**src/rtl/b64u_pkg.sv**
```systemverilog
package b64u_pkg;

  // Width of the running byte counter; it wraps at this width
  localparam int COUNT_WIDTH  = 32;
  // Width of the byte count reported on the end result
  localparam int BYTE_COUNT_W = 32;
  // Result queue depth; one input item pushes at most two results
  localparam int FIFO_DEPTH   = 4;
  localparam int FIFO_AW      = $clog2(FIFO_DEPTH);
  localparam int FIFO_CW      = $clog2(FIFO_DEPTH + 1);

  // Decoding mode of the current string
  typedef enum logic [2:0] {
    RUN_DECODE = 3'b001,
    RUN_OK     = 3'b010,
    RUN_BAD    = 3'b100
  } run_mode_t;

  // Result kinds and status codes
  localparam logic KIND_DATA  = 1'b0;
  localparam logic KIND_END   = 1'b1;
  localparam logic ST_OK      = 1'b0;
  localparam logic ST_CORRUPT = 1'b1;

  // One result item
  typedef struct packed {
    logic                    kind;
    logic [7:0]              data_byte;
    logic                    status;
    logic [BYTE_COUNT_W-1:0] byte_count;
    logic                    run_last;
  } res_t;

  // Results produced by one input transaction, in order
  typedef struct packed {
    logic [1:0] n;
    res_t       r0;
    res_t       r1;
  } push_t;

  // Space, tab, LF, VT, FF, CR
  function automatic logic is_ws(input logic [7:0] c);
    return (c == 8'h20) || ((c >= 8'h09) && (c <= 8'h0d));
  endfunction

  // Alphabet lookup on the low seven bits; bit 6 set marks an invalid character
  function automatic logic [6:0] sextet_of(input logic [7:0] c);
    logic [6:0] k;
    logic [6:0] s;
    k = c[6:0];
    if ((k >= 7'h41) && (k <= 7'h5a)) begin
      s = 7'(k - 7'd65);
    end else if ((k >= 7'h61) && (k <= 7'h7a)) begin
      s = 7'(k - 7'd71);
    end else if ((k >= 7'h30) && (k <= 7'h39)) begin
      s = 7'(k + 7'd4);
    end else if (k == 7'h2d) begin
      s = 7'h3e;
    end else if (k == 7'h5f) begin
      s = 7'h3f;
    end else begin
      s = 7'h40;
    end
    return s;
  endfunction

endpackage

```
**src/rtl/b64u_core.sv**
```systemverilog
module b64u_core
  import b64u_pkg::*;
(
  input  logic       clk,
  input  logic       rst,
  input  logic       step,
  input  logic [7:0] ch,
  input  logic       fin,
  output push_t      push
);

  // Decoder state
  logic [1:0]             group_phase, group_phase_next;
  logic [7:0]             held_first_char, held_first_char_next;
  logic [5:0]             prev_sextet, prev_sextet_next;
  run_mode_t              run_mode, run_mode_next;
  logic                   first_item;
  logic [COUNT_WIDTH-1:0] decoded_count, decoded_count_next;

  logic [6:0] s_cur;
  logic [6:0] s_held;
  logic       emit;
  logic [7:0] dbyte;
  res_t       r_data;
  res_t       r_end;

  assign s_cur  = sextet_of(ch);
  assign s_held = sextet_of(held_first_char);

  // Group position decode
  always_comb begin
    group_phase_next     = group_phase;
    held_first_char_next = held_first_char;
    prev_sextet_next     = prev_sextet;
    run_mode_next        = run_mode;
    emit                 = 1'b0;
    dbyte                = 8'h00;
    if (run_mode == RUN_DECODE) begin
      case (group_phase)
        2'd0: begin
          if (fin) begin
            if (first_item) run_mode_next = RUN_BAD;
          end else begin
            held_first_char_next = ch;
            group_phase_next     = 2'd1;
          end
        end
        2'd1: begin
          if (is_ws(held_first_char) || is_ws(ch)) begin
            run_mode_next = RUN_OK;
          end else if (s_held[6] || s_cur[6]) begin
            run_mode_next = RUN_BAD;
          end else begin
            dbyte            = {s_held[5:0], s_cur[5:4]};
            emit             = 1'b1;
            prev_sextet_next = s_cur[5:0];
            group_phase_next = 2'd2;
          end
        end
        2'd2: begin
          if (is_ws(ch)) begin
            run_mode_next = RUN_OK;
          end else if (s_cur[6]) begin
            run_mode_next = RUN_BAD;
          end else begin
            dbyte            = {prev_sextet[3:0], s_cur[5:2]};
            emit             = 1'b1;
            prev_sextet_next = s_cur[5:0];
            group_phase_next = 2'd3;
          end
        end
        default: begin
          if (is_ws(ch)) begin
            run_mode_next = RUN_OK;
          end else if (s_cur[6]) begin
            run_mode_next = RUN_BAD;
          end else begin
            dbyte            = {prev_sextet[1:0], s_cur[5:0]};
            emit             = 1'b1;
            prev_sextet_next = 6'd0;
            group_phase_next = 2'd0;
          end
        end
      endcase
    end
    decoded_count_next = decoded_count + COUNT_WIDTH'(emit);
  end

  // Result items
  always_comb begin
    r_data            = '0;
    r_data.kind       = KIND_DATA;
    r_data.data_byte  = dbyte;
    r_data.status     = ST_OK;
    r_data.run_last   = !fin;

    r_end             = '0;
    r_end.kind        = KIND_END;
    r_end.run_last    = 1'b1;
    if (run_mode_next == RUN_BAD) begin
      r_end.status     = ST_CORRUPT;
      r_end.byte_count = '0;
    end else begin
      r_end.status     = ST_OK;
      r_end.byte_count = BYTE_COUNT_W'(decoded_count_next);
    end

    push    = '0;
    push.r1 = r_end;
    if (step) begin
      push.n  = 2'(emit) + 2'(fin);
      push.r0 = emit ? r_data : r_end;
    end else begin
      push.n  = 2'd0;
      push.r0 = r_data;
    end
  end

  // State registers; the final character returns everything to reset
  always_ff @(posedge clk) begin
    if (rst) begin
      group_phase     <= 2'd0;
      held_first_char <= 8'h00;
      prev_sextet     <= 6'd0;
      run_mode        <= RUN_DECODE;
      first_item      <= 1'b1;
      decoded_count   <= '0;
    end else if (step) begin
      if (fin) begin
        group_phase     <= 2'd0;
        held_first_char <= 8'h00;
        prev_sextet     <= 6'd0;
        run_mode        <= RUN_DECODE;
        first_item      <= 1'b1;
        decoded_count   <= '0;
      end else begin
        group_phase     <= group_phase_next;
        held_first_char <= held_first_char_next;
        prev_sextet     <= prev_sextet_next;
        run_mode        <= run_mode_next;
        first_item      <= 1'b0;
        decoded_count   <= decoded_count_next;
      end
    end
  end

  // A final character leaves the decoder as after reset
  a_fin_clears: assert property (@(posedge clk) disable iff (rst)
    step && fin |=> group_phase == 2'd0 && first_item && decoded_count == '0
                    && run_mode == RUN_DECODE)
    else $error("final character did not clear decoder state");

  // Once decoding has ended, only the final character produces a result
  a_ended_quiet: assert property (@(posedge clk) disable iff (rst)
    step && run_mode != RUN_DECODE && !fin |-> push.n == 2'd0)
    else $error("result produced after decoding ended");

  // The last pushed result carries run_last
  a_run_last: assert property (@(posedge clk) disable iff (rst)
    push.n == 2'd2 |-> !push.r0.run_last && push.r1.run_last)
    else $error("run_last misplaced in a two-result transaction");

endmodule

```
**src/rtl/b64u_out_fifo.sv**
```systemverilog
module b64u_out_fifo
  import b64u_pkg::*;
(
  input  logic  clk,
  input  logic  rst,
  input  push_t push,
  output logic  room,
  output logic  out_valid,
  input  logic  out_stall,
  output res_t  out_res
);

  res_t               mem [FIFO_DEPTH];
  logic [FIFO_AW-1:0] wr_ptr;
  logic [FIFO_AW-1:0] rd_ptr;
  logic [FIFO_CW-1:0] count;
  logic               pop;
  logic [FIFO_AW-1:0] wr_ptr_p1;

  // Room for the worst case of two results per transaction
  assign room      = count <= FIFO_CW'(FIFO_DEPTH - 2);
  assign out_valid = count != '0;
  assign out_res   = mem[rd_ptr];
  assign pop       = out_valid && !out_stall;
  assign wr_ptr_p1 = wr_ptr + FIFO_AW'(1);

  // Storage writes
  always_ff @(posedge clk) begin
    if (push.n != 2'd0) mem[wr_ptr] <= push.r0;
    if (push.n == 2'd2) mem[wr_ptr_p1] <= push.r1;
  end

  // Pointers and fill level
  always_ff @(posedge clk) begin
    if (rst) begin
      wr_ptr <= '0;
      rd_ptr <= '0;
      count  <= '0;
    end else begin
      wr_ptr <= wr_ptr + FIFO_AW'(push.n);
      if (pop) rd_ptr <= rd_ptr + FIFO_AW'(1);
      count  <= count + FIFO_CW'(push.n) - FIFO_CW'(pop);
    end
  end

  a_no_overflow: assert property (@(posedge clk) disable iff (rst)
    push.n != 2'd0 |-> room)
    else $error("result queue pushed without room");

  a_count_bound: assert property (@(posedge clk) disable iff (rst)
    count <= FIFO_CW'(FIFO_DEPTH))
    else $error("result queue fill level out of range");

  // A stalled result stays offered and unchanged
  a_stall_hold: assert property (@(posedge clk) disable iff (rst)
    out_valid && out_stall |=> out_valid && $stable(out_res))
    else $error("stalled result changed or was dropped");

endmodule

```
**src/rtl/base64url_stream_decoder.sv**
```systemverilog
// URL-safe base64 stream decoder, unpadded.
// Input channel: one character per transaction on char_in, with final_char
// high on the last character of the string (in_valid / in_stall).
// Output channel: decoded bytes (kind 0) and one end-of-string result
// (kind 1) with status and byte_count (out_valid / out_stall). run_last
// marks the last result caused by an input character; one character gives
// zero, one or two results.
// A result is offered on out_valid once its character has gone from the
// input register through the decode logic into the four-entry result
// queue; without room in the queue, the character waits in the register.
// Throughput: one character per cycle. The input register advances while
// the result queue has space for two results, so a sustained rate of one
// per cycle holds as long as results are taken at least as fast as made.
// When the receiver stalls, the queue fills and in_stall rises; the
// offered result holds until taken.
// Reset clears the decoder state, the input register and the queue; the
// block is ready for a new string as soon as reset is released.
module base64url_stream_decoder
  import b64u_pkg::*;
(
  input  logic                    clk,
  input  logic                    rst,
  input  logic                    in_valid,
  output logic                    in_stall,
  input  logic [7:0]              char_in,
  input  logic                    final_char,
  output logic                    out_valid,
  input  logic                    out_stall,
  output logic                    kind,
  output logic [7:0]              data_byte,
  output logic                    status,
  output logic [BYTE_COUNT_W-1:0] byte_count,
  output logic                    run_last
);

  logic       in_vld_q;
  logic [7:0] ch_q;
  logic       fin_q;
  logic       room;
  logic       step;
  push_t      push;
  res_t       out_res;

  // Input register advances into the decoder when the queue has room
  assign step     = in_vld_q && room;
  assign in_stall = in_vld_q && !room;

  always_ff @(posedge clk) begin
    if (rst) begin
      in_vld_q <= 1'b0;
    end else if (!in_stall) begin
      in_vld_q <= in_valid;
    end
  end

  always_ff @(posedge clk) begin
    if (!in_stall && in_valid) begin
      ch_q  <= char_in;
      fin_q <= final_char;
    end
  end

  b64u_core u_core (
    .clk  (clk),
    .rst  (rst),
    .step (step),
    .ch   (ch_q),
    .fin  (fin_q),
    .push (push)
  );

  b64u_out_fifo u_fifo (
    .clk       (clk),
    .rst       (rst),
    .push      (push),
    .room      (room),
    .out_valid (out_valid),
    .out_stall (out_stall),
    .out_res   (out_res)
  );

  // Result fields
  assign kind       = out_res.kind;
  assign data_byte  = out_res.data_byte;
  assign status     = out_res.status;
  assign byte_count = out_res.byte_count;
  assign run_last   = out_res.run_last;

endmodule
```
**config.mk**
```make
export PLATFORM = sky130hd
export DESIGN_NAME = base64url_stream_decoder
export DESIGN_NICKNAME = d
export VERILOG_FILES = /design/src/rtl/b64u_pkg.sv /design/src/rtl/b64u_core.sv /design/src/rtl/b64u_out_fifo.sv /design/src/rtl/base64url_stream_decoder.sv
export SDC_FILE = /design/constraint.sdc
export NUM_CORES = 1
export LEC_CHECK = 0
export BUFFER_PORTS_ARGS = -buffer_cell sky130_fd_sc_hd__buf_2
export CAP_MARGIN = 20
export CELL_PAD_IN_SITES_DETAIL_PLACEMENT = 1
export CELL_PAD_IN_SITES_GLOBAL_PLACEMENT = 1
export CORE_AREA = 2 2 156 158
export CTS_BUF_LIST = sky130_fd_sc_hd__clkbuf_2 sky130_fd_sc_hd__clkbuf_4 sky130_fd_sc_hd__clkbuf_8
export DETAILED_ROUTE_END_ITERATION = 10
export DIE_AREA = 0 0 158 160
export GPL_ROUTABILITY_DRIVEN = 0
export PLACE_DENSITY = 0.86
export SETUP_SLACK_MARGIN = 0.1
export SYNTH_ARGS = -nofsm -noshare
export SYNTH_HDL_FRONTEND = slang
export SYNTH_SLANG_ARGS = --single-unit
```
**constraint.sdc**
```tcl
create_clock -name clk -period 15.6 [get_ports clk]
set_input_delay 1.56 -clock clk [delete_from_list [all_inputs] [get_ports clk]]
set_output_delay 1.56 -clock clk [all_outputs]
set_load 0.05 [all_outputs]
```
==> run_results.csv <==
group,metric,value,unit
worst_setup_path,crit_start,"ch_q[2]",
finish,regArea,6240,um2
worst_setup_path,crit_chain,"inv_1, ha_1, a211o_1, o221ai_1, nand3_1, and4_1, nor2_2, nor2_1, ha_1, nor2b_1, and3_1, a21oi_1, nand2b_1, inv_1, buf_4, nand2_1, buf_4, nor3b_1",
clock_tree,clk_latency,0.56,ns
global_route,grt_first_pass_wirelength,55700,um
worst_setup_path,cp-endpoint,"u_fifo.mem[2][2]",
placement,dp_cells,1437,
detailed_routing,dr.first_iter.drc_count,806,
clock_tree,htree_levels,2,
worst_setup_path,worstReg2RegStart,"ch_q[2]",
sta,tightest_slew,1.03,ns
power,power_density,127,nW/um2
sta,final.period_utilization,0.403,
sta,max_freq,159,MHz
floorplan,num_io_pins,58,
yosys,synth-edff-count,141,
run,maxCapViolCount,0,
finish,final_common_cell,"edfxtp_1",
detailed_routing,post_drt_wl_per_cell,23.5,um
worst_setup_path,crit_buf_inv,4,
floorplan,core,23800,um2
placement,dp_hpwl,22600,um
global_route,grt_util_all_layers,0.283,
yosys,avgSynthCellArea,11.4,um2
finish,syn_to_final_growth,8.98,%
floorplan,dieArea,25300,um2
clock_tree,clk_path_buf_depth,3,
worst_setup_path,path_class,"reg2reg",
detailed_routing,drt-vias-per-instance,6.31,
run_status,status,"finished clean",
worst_setup_path,slowest_delay,0.74,ns
sta,fin_crit,6.29,ns
clock_tree,post-cts-setup-buffers,0,
clock_tree,clock-root-buffer,"clkbuf_8",
worst_setup_path,cp-end-kind,"flop",
worst_setup_path,worst-endpoint-required,15.93,ns
yosys,synth_nets,1168,
yosys,ys_ff_latch,241,
floorplan,start_util,0.538,
global_route,grt_antenna_before_repair,1,
clock_tree,cts_tree,"yes",
worst_setup_path,r2r_cells,18,
finish,drive_gt1_frac,0.238,
worst_setup_path,reg2reg_to,"u_fifo.mem[2][2]",
finish,finalNetCount,1196,
floorplan,dieHeight,160,um
sta,relSlewSlack,0.312,
sta,fin_setup_tns,0,ns
sta,hold_violations,0,
yosys,synthFlopType,"edfxtp_1",
yosys,syn_inst,1127,
floorplan,num_rows,57,
worst_setup_path,cp_slowest_cell,"o221ai_1",
power,vdd_ir_drop_max,0.0906,mV
sta,report.final.slew_viol_count,0,
worst_setup_path,crit_path_start_kind,"flop",
yosys,async_flop_share,0,
detailed_routing,num_vias,9506,
hold_path,hold_path.class,"reg2reg",
floorplan,die_w,158,um
sta,finalSetupViolCount,0,
clock_tree,cts_buffers,40,
yosys,netlist_area,12800,um2
detailed_routing,ant_nets,0,
finish,fin_cells,1507,
yosys,synthTopCellsByArea,"edfxtp_1 (33%), dfxtp_1 (16%), mux4_2 (7.6%)",
sta,fin_worst_skew,0.0277,ns
finish,final_cell_mix,"edfxtp_1 (141), dfxtp_1 (98), nand2_1 (94)",
sta,hold_slack,0.462,ns
detailed_routing,wl,35500,um
clock_tree,hold_buffers,0,
power,leakage,0.00454,uW
worst_setup_path,crit_cells,18,
detailed_routing,drtPass1Iterations,6,
global_route,grt_max_degree,68,
sta,rsz0062_at_grt,"false",
yosys,yosys.area.top_type,"edfxtp_1",
worst_setup_path,crit_family,"simple AND/OR/NAND/NOR gates",
yosys,synth_cell_types,80,
clock_tree,clkSinkCount,241,
global_route,grt_pass1_vias,9719,
worst_setup_path,reg2reg_slack,9.31,ns
global_route,grt-ovfl-total,0,
detailed_routing,drcViolationCount,0,
worst_setup_path,cp.arrival,6.62,ns
finish,multi_input_area,6050,um2
yosys,yosys.area.top_type_share,0.330,
worst_setup_path,worstPathMaxFanout,36,
power,total_power,1770,uW
clock_tree,clk_pin_slew,0.07,ns
yosys,yosysWarnings,0,
clock_tree,cts.repair.resized,0,
yosys,ys_seq_area_frac,0.486,
placement,port_buffers,57,
finish,fillCellCount,2532,
==> layout make-up <==
class / count / share of cell area
inverters: 32 / 0.00859
well taps: 324 / 0.0290
clock buffers: 57 / 0.0499
clock inverters: 12 / 0.00644
repair buffers: 69 / 0.0269
multi-input cells: 771 / 0.433
diodes: 1 / 0.000179
flip-flops and latches: 241 / 0.446
==> registers in the layout, summed over array words and instances (netlist names), named ones only <==
name                    cells
ch_q                        8
fin_q                       1
in_vld_q                    1
u_core.decoded_count       32
u_core.first_item           1
u_core.group_phase          2
u_core.held_first_char      8
u_core.prev_sextet          4
u_core.run_mode             3
u_fifo.count                3
u_fifo.mem                172
u_fifo.rd_ptr               2
u_fifo.wr_ptr               2
==> through the flow <==
step / setup WS (ns) / util / area (um2)
after floorplan: 10.38 / - / 12800
after global placement: 10.00 / 0.554 / 13200
after detailed placement: 9.57 / 0.554 / 13200
after CTS: 9.47 / 0.587 / 14000
after global routing: 8.96 / 0.587 / 14000
final: 9.31 / 0.587 / 14000
==> worst min-delay path by stage <==
stage	slack, ns	start	depth (start not counted)	endpoint
2_1_floorplan	0.42	u_fifo.mem[1][42]	2	u_fifo.mem[1][42]
3_3_place_gp	0.43	u_fifo.mem[3][41]	2	u_fifo.mem[3][41]
3_5_place_dp	0.44	u_fifo.mem[3][38]	2	u_fifo.mem[3][38]
4_1_cts	0.46	u_fifo.mem[1][42]	2	u_fifo.mem[1][42]
5_1_grt	0.50	u_core.first_item	2	u_core.first_item
6_report	0.46	u_fifo.mem[0][39]	2	u_fifo.mem[0][39]
==> cells in the mapped netlist, types with 6 or more instances <==
master and count:
nand3_1 24, a211o_1 6, buf_1 10, a22oi_1 16
nor2b_1 8, buf_6 12, a221oi_1 6, edfxtp_1 141
nor3_1 52, inv_1 32, xnor2_1 24, mux2i_1 12
ha_1 27, nand2_1 95, or3_1 13, mux4_2 43
a21oi_1 55, buf_2 11, a211oi_1 8, nor3b_2 72
clkbuf_1 45, nor3b_1 15, dfxtp_1 100, nor3_2 11
and3_1 16, xor2_1 16, a2bb2oi_1 10, nand4_1 6
o21ai_0 40, nor2_1 89
==> worst reg2reg max path: cells and delay by family (launching register included) <==
family,cells,cell delay [ns]
buffers and inverters,4,1.12
adder cells (fa/ha/maj),2,0.69
flip-flops,1,0.65
AND/OR/NAND/NOR,9,2.54
AO/OA/AOI/OAI,3,1.07
==> per-layer routing <==
| layer | global-route usage | up-vias | wire (um) | part of all wire |
|---|---|---|---|---|
| met4 | 0.0852 | 0 | 920 | 0.026 |
| met1 | 0.392 | 4747 | 14800 | 0.42 |
| met2 | 0.463 | 402 | 17300 | 0.49 |
| met3 | 0.0402 | 82 | 2420 | 0.068 |
| li1 | - | 4275 | - | - |
| met5 | 0 | - | 0 | 0 |
==> power breakdown <==
group	total (uW)	switching, uW	internal [uW]
Combinational	457	319	138
Clock	566	261	305
Sequential	748	50.5	698
==> cell families (layout without fill, tap and decap cells) <==
group | count (synthesis) | count (layout) | share of synthesized area
AOI/OAI and AO/OA | 205 | 205 | 0.112
xor gates and xnor gates | 40 | 40 | 0.0273
adders and majority gates | 28 | 28 | 0.0279
buffers and inverters | 115 | 170 | 0.0432
DFF | 241 | 241 | 0.486
muxes | 58 | 58 | 0.0875
other | 0 | 1 | 0
and+or+nand+nor | 440 | 440 | 0.216
Power figures use the tool's default switching activity.
